**src/rtl/spl_pkg.sv**
```systemverilog
package spl_pkg;

	localparam int DATA_W = 32;
	localparam int IDX_W = 8;
	localparam int KC_W = 9;
	localparam int S_TDATA_W = 232;
	localparam int M_TDATA_W = 48;
	localparam int ADDR_W = 3;
	localparam int MIN_KNOTS = 2;
	localparam int WIDE_W = 48;
	localparam logic [WIDE_W-2:0] WIDE_MAG = '1;

	localparam logic [1:0] OP_LOAD = 2'd0;
	localparam logic [1:0] OP_EVAL = 2'd1;
	localparam logic [1:0] OP_INTEG = 2'd2;

	localparam logic REG_KNOT_COUNT = 1'b0;

	typedef enum logic [1:0] {
		K_LOAD,
		K_EVAL,
		K_INTEG
	} cmd_kind_t;

	typedef struct packed {
		logic signed [DATA_W-1:0] slope;
		logic signed [DATA_W-1:0] square;
		logic signed [DATA_W-1:0] cubic;
		logic signed [DATA_W-1:0] value;
		logic signed [DATA_W-1:0] position;
	} entry_t;

	typedef struct packed {
		cmd_kind_t kind;
		logic [IDX_W-1:0] idx;
		entry_t ent;
		logic signed [DATA_W-1:0] q1;
		logic signed [DATA_W-1:0] q2;
	} cmd_t;

endpackage

```
**src/rtl/spl_front.sv**
```systemverilog
module spl_front import spl_pkg::*; #(
	parameter int MAX_KNOTS = 256
) (
	input  logic                 clk,
	input  logic                 arst_n,
	input  logic                 s_tvalid,
	output logic                 s_tready,
	input  logic [S_TDATA_W-1:0] s_tdata,
	input  logic [1:0]           s_tuser,
	output logic                 cmd_valid,
	output cmd_t                 cmd,
	input  logic                 cmd_pop
);

	cmd_t q_mem [2];
	logic wp_q, rp_q;
	logic [1:0] cnt_q;
	cmd_t incoming;
	logic keep, push;

	always_comb begin
		incoming.idx = s_tdata[7:0];
		incoming.ent.position = s_tdata[39:8];
		incoming.ent.value = s_tdata[71:40];
		incoming.ent.cubic = s_tdata[103:72];
		incoming.ent.square = s_tdata[135:104];
		incoming.ent.slope = s_tdata[167:136];
		incoming.q1 = s_tdata[199:168];
		incoming.q2 = s_tdata[231:200];
		incoming.kind = K_LOAD;
		keep = 1'b0;
		case (s_tuser)
			OP_LOAD: begin
				incoming.kind = K_LOAD;
				keep = 32'(s_tdata[7:0]) < 32'(MAX_KNOTS);
			end
			OP_EVAL: begin
				incoming.kind = K_EVAL;
				keep = 1'b1;
			end
			OP_INTEG: begin
				incoming.kind = K_INTEG;
				keep = 1'b1;
			end
			default: keep = 1'b0;
		endcase
	end

	assign s_tready = cnt_q != 2'd2;
	assign push = s_tvalid && s_tready && keep;
	assign cmd_valid = cnt_q != 2'd0;
	assign cmd = q_mem[rp_q];

	always_ff @(posedge clk or negedge arst_n) begin
		if (!arst_n) begin
			wp_q <= 1'b0;
			rp_q <= 1'b0;
			cnt_q <= '0;
		end else begin
			if (push) begin
				wp_q <= ~wp_q;
			end
			if (cmd_pop) begin
				rp_q <= ~rp_q;
			end
			cnt_q <= cnt_q + {1'b0, push} - {1'b0, cmd_pop};
		end
	end

	always_ff @(posedge clk) begin
		if (push) begin
			q_mem[wp_q] <= incoming;
		end
	end

endmodule

```
**config.mk**
```make
export PLATFORM = sky130hd
export DESIGN_NAME = spl_front
export DESIGN_NICKNAME = d
export VERILOG_FILES = /design/src/rtl/spl_pkg.sv /design/src/rtl/spl_front.sv
export SDC_FILE = /design/constraint.sdc
export NUM_CORES = 1
export LEC_CHECK = 0
export BUFFER_PORTS_ARGS = -buffer_cell sky130_fd_sc_hd__buf_2
export CORE_AREA = 2 2 187 189
export DETAILED_ROUTE_END_ITERATION = 8
export DIE_AREA = 0 0 189 191
export HOLD_SLACK_MARGIN = 0.15
export PLACE_DENSITY = 0.87
export SLEW_MARGIN = 20
export SYNTH_ARGS = -nofsm -noshare
export SYNTH_HDL_FRONTEND = slang
export SYNTH_SLANG_ARGS = --single-unit
```
**constraint.sdc**
```tcl
create_clock -name clk -period 20.4 [get_ports clk]
set_input_delay 4.08 -clock clk [delete_from_list [all_inputs] [get_ports clk]]
set_output_delay 4.08 -clock clk [all_outputs]
set_load 0.005 [all_outputs]
```
# ---- Yosys cells after proc, flatten, opt, wreduce, memory -nomap -nowiden
# Memory sizes are Yosys's and may differ from the RTL's.
# Cells that the tools add are included.
dict set report word_totals {
  memories 1
  word_cells 20
  ram_bits 468
  output_inout_bits 236
  ff_bits 4
  inputBits 238
}
# memory words word_bits read_ports rd_clocked_by_memory_dff write_ports line_no
set memory_table {}
lappend memory_table {q_mem 2 234 1 0 1 spl_front.sv:15} ;# cmd_t q_mem [2];
dict set report classes {
  n_eq_ne 3
  bitwise_logic 2
  n_addsub 2
  n_reduce_logical 5
  n_mux 4
}
# operator count
set ops {}
lappend ops {{case mux 2 bit (2 select lines)} 1}
lappend ops {{two-way mux 1 bit} 3}
lappend ops {{OR reduction 3 bit} 1}
lappend ops {{adder 2 x 1 -> 2 bit} 1}
lappend ops {{equality test 2 x 1 -> 1 bit, second input constant} 1}
lappend ops {{equality test 2 bit, second input constant} 1}
lappend ops {{logical AND 1 bit} 2}
lappend ops {{zero test 2 bit} 1}
lappend ops {{!= test 2 bit, second input constant} 1}
lappend ops {{inverter 1 bit} 2}
lappend ops {{nonzero test 2 bit} 1}
lappend ops {{subtractor 2 x 1 -> 2 bit} 1}

# ---- Logic depth before layout (Yosys ltp)
dict set report depth {
  depth_word 6
  mapped_depth 6
  depth_no_buf 6
}

# ---- Least setup slack after synthesis
# No wires, ideal clock.
dict set report synth_timing {
  path_type {input port to flip-flop}
  startpoint {in s_tuser[1]}
  endpoint {mem q_mem[0][0] in the netlist's numbering, enable pin}
  path_slack_ns 5.524
  cell_stages 3
  t_required_ns 19.566
  t_arrival_ns 14.042
  cell_sequence {nand2_1 -> nand3_1 -> nor2_1}
}
dict set report synth_via {
  elab_chain_len 6
}
# item line_no
set synth_lines {}
lappend synth_lines {{from (decl)} spl_front.sv:9} ;# input logic [1:0] s_tuser,
lappend synth_lines {{equality test 2 bit, or another cell as far along} spl_front.sv:32} ;# case (s_tuser)
lappend synth_lines {{OR reduction 3 bit (no line) *} --}
lappend synth_lines {{two-way mux 1 bit *} spl_front.sv:32}
lappend synth_lines {{logical AND 1 bit *} spl_front.sv:50} ;# assign push = s_tvalid && s_tready && keep;
lappend synth_lines {{two-way mux 1 bit *} spl_front.sv:71} ;# if (push) begin
lappend synth_lines {{two-way mux 1 bit (not written as such) *} spl_front.sv:72} ;# q_mem[wp_q] <= incoming;
lappend synth_lines {{to (decl)} spl_front.sv:15}
# Mark *: on every way between the ends. The rest lies on a longest branch, timed or not.

==> metrics <==
max cap viols 0; CTS tree done; synth unique cells 17; data arrival time of the worst path slightly below 4000 ps; DIE AREA 36,100 sq um; postcts setup bufs 0; Synth Cell Area 17,710 sq um; share of layout cells above drive strength 1 61.06%; largest cells by area after synthesis edfxtp_1, mux2_4, mux2_2; initial core utilization 51.90%; Post-synth top flop edfxtp_1; Initial DRC Count roughly 510; Num CTS Buffers 46; asr flop ratio synth 0.8475%; first-pass GRT wire length 52.74 mm; Leakage 0.008591 uW; root buf cell clkbuf_16; vias post-DR between 8,000 and 9,000; design area around 22,000 sq um; clk slew on worst S/H paths around 60 ps; Placement Rows 68; Routed Wire Length between 30 and 40 mm; Hold Path Class reg -> reg; Detailed Routing Iterations Pass 1 5; Filler cells 2,247; unrepaired setup endpoints after global routing false; largest net degree at the start of global routing ~170; Cells after DPL between 1,500 and 2,000; Worst R2R Path Depth 4; maximum VDD drop 108.2 uV; fin util 64.51%; ANT nets after route 0; count leader, synth edfxtp_1; Fmax 125.0 MHz; clock buffer depth 3; Worst Hold Depth 1; DP Worst Slack 12,970 ps; Worst-Margin Slew 1151 ps; PortBufs 473; P&R area growth vs syn 24.30%; yosys warns 0; CP Launch Type register; DP HPWL 25.05 mm; RR Startpoint cnt_q[1]; Die Ht 191 um; Total GRT Usage 19.32%; Setup crit end kind primary output; Clock Sinks 472; PwrDens 135.4 nW/um^2; part of the cycle the worst path needs 39.22%; syn nets 988; non-filler cells, final 1,753; Post-CTS Hold Buffers 0; Synth top area share 79.37%; nets@finish approximately 1,500; Reg-to-Reg End q_mem[1][130]; Die X 189 um; Avg WL per Cell approximately 21 um; status finished clean; hold path start cnt_q[0]; Placeable Area 34,120 sq um; Hold Path End cnt_q[0]; Clock Latency Late Sink 540 ps; worst setup margin 12,400 ps; Synth Area per Inst about 24 sq um; I/O pin count 474; vias in the first global route between 9,000 and 10,000; final hold viol count 0; post-synthesis sequential area ratio between 70 and 80%; GPL Wtd Cong around 0.79; Mapped Cells 749; grt ovf 0; Setup Skew 19.54 ps; total negative slack 0 ps; Tmin final 8002 ps; Seq cells post-synth approximately 470; Slew Limit Fails 0; H-tree levels 2; initial antenna violation count 12; post-CTS sizing 0; Worst EP required approximately 16,000 ps; leading area contributor after synthesis edfxtp_1; Vias/cell between 5 and 6; Worst Path Max Fanout 62; residual DRC count 0; Post-synth EDFFs 468; area post-placement 20,510 sq um; commonest cells in the netlist edfxtp_1, mux2_4, mux2_2; kind of critical path reg -> out; Slew headroom 23.28%; flop2flop setup slack around 18,000 ps; setup violators final 0
[registers in the layout (all words and copies together) (netlist names)]
name / flops
q_mem: 468
cnt_q: 2
rp_q: 1
wp_q: 1
[cell families (layout without fill, tap and decap cells)]
group / Yosys count / after routing / share of synthesized area (%)
other: 0 / 9 / 0
buffers and inverters: 28 / 568 / 1.413
xor gates and xnor gates: 5 / 5 / 0.2473
DFF: 472 / 472 / 79.94
muxes: 234 / 234 / 18.06
and+or+nand+nor: 8 / 8 / 0.2332
AOI/OAI and AO/OA: 1 / 1 / 0.03536
adders and majority gates: 1 / 1 / 0.07066
[layout make-up]
class,instances,area (sq um),share of cell area [%]
flip-flops and latches,472,14160,64.33
multi-input cells,249,3317,15.07
repair buffers,482,2460,11.18
clock buffers,57,1256,5.708
well taps,455,569.3,2.587
clock inverters,27,219.0,0.9949
diodes,9,22.52,0.1023
inverters,2,7.507,0.03411
[power by group]
group | total (uW) | switching, uW | internal (uW) | leakage, uW
clock | 818 | 342 | 476 | 0.000711
combinational | 820 | 378 | 442 | 0.00352
sequential | 1340 | 70.3 | 1270 | 0.00436
total | 2980 | 790 | 2190 | 0.00859
[metrics by stage]
step | power (uW) | hold WS, ps
floorplan | 1948 | 468.1
global placement | 2154 | 496.8
detailed placement | 2187 | 517.3
CTS | 3008 | 531.1
global route | 3100 | 584.0
finish | 2980 | 526.7
[critical path: stages, from the launching register on]
cell and delay [ps]:
dfrtp_4 1040, buf_4 780, buf_4 940, mux2_4 360, buf_2 130
[metal layers]
metal | track usage (%) | routed length (um)
met5 | 0 | 36
met4 | 8.203 | 1148
met3 | 5.985 | 2888
met2 | 35.42 | 19530
met1 | 20.52 | 13090
[cell usage in the layout (no fill, tap or decap), types with 2 or more instances in the layout]
cell type,n
buf_12,2
buf_2,473
buf_4,7
bufinv_16,3
clkbuf_1,8
clkbuf_16,49
clkinv_1,9
clkinv_2,8
clkinvlp_4,5
dfrtp_1,3
diode_2,9
edfxtp_1,468
inv_1,2
inv_6,2
mux2_2,84
mux2_4,150
nor2_4,2
nor2b_1,2
xnor2_1,4
[worst max-delay path by stage]
stage	from	end	slack (ps)	cells after the start
after global routing	rp_q	cmd[95]	12210	4
after CTS	rp_q	cmd[96]	12380	4
after detailed placement	rp_q	cmd[97]	12970	4
final	rp_q	cmd[96]	12400	4
after floorplan	s_tuser[1]	q_mem[0][0]	5520	3
after global placement	rp_q	cmd[170]	13060	4
No activity file was read; power rests on OpenSTA's default activity.
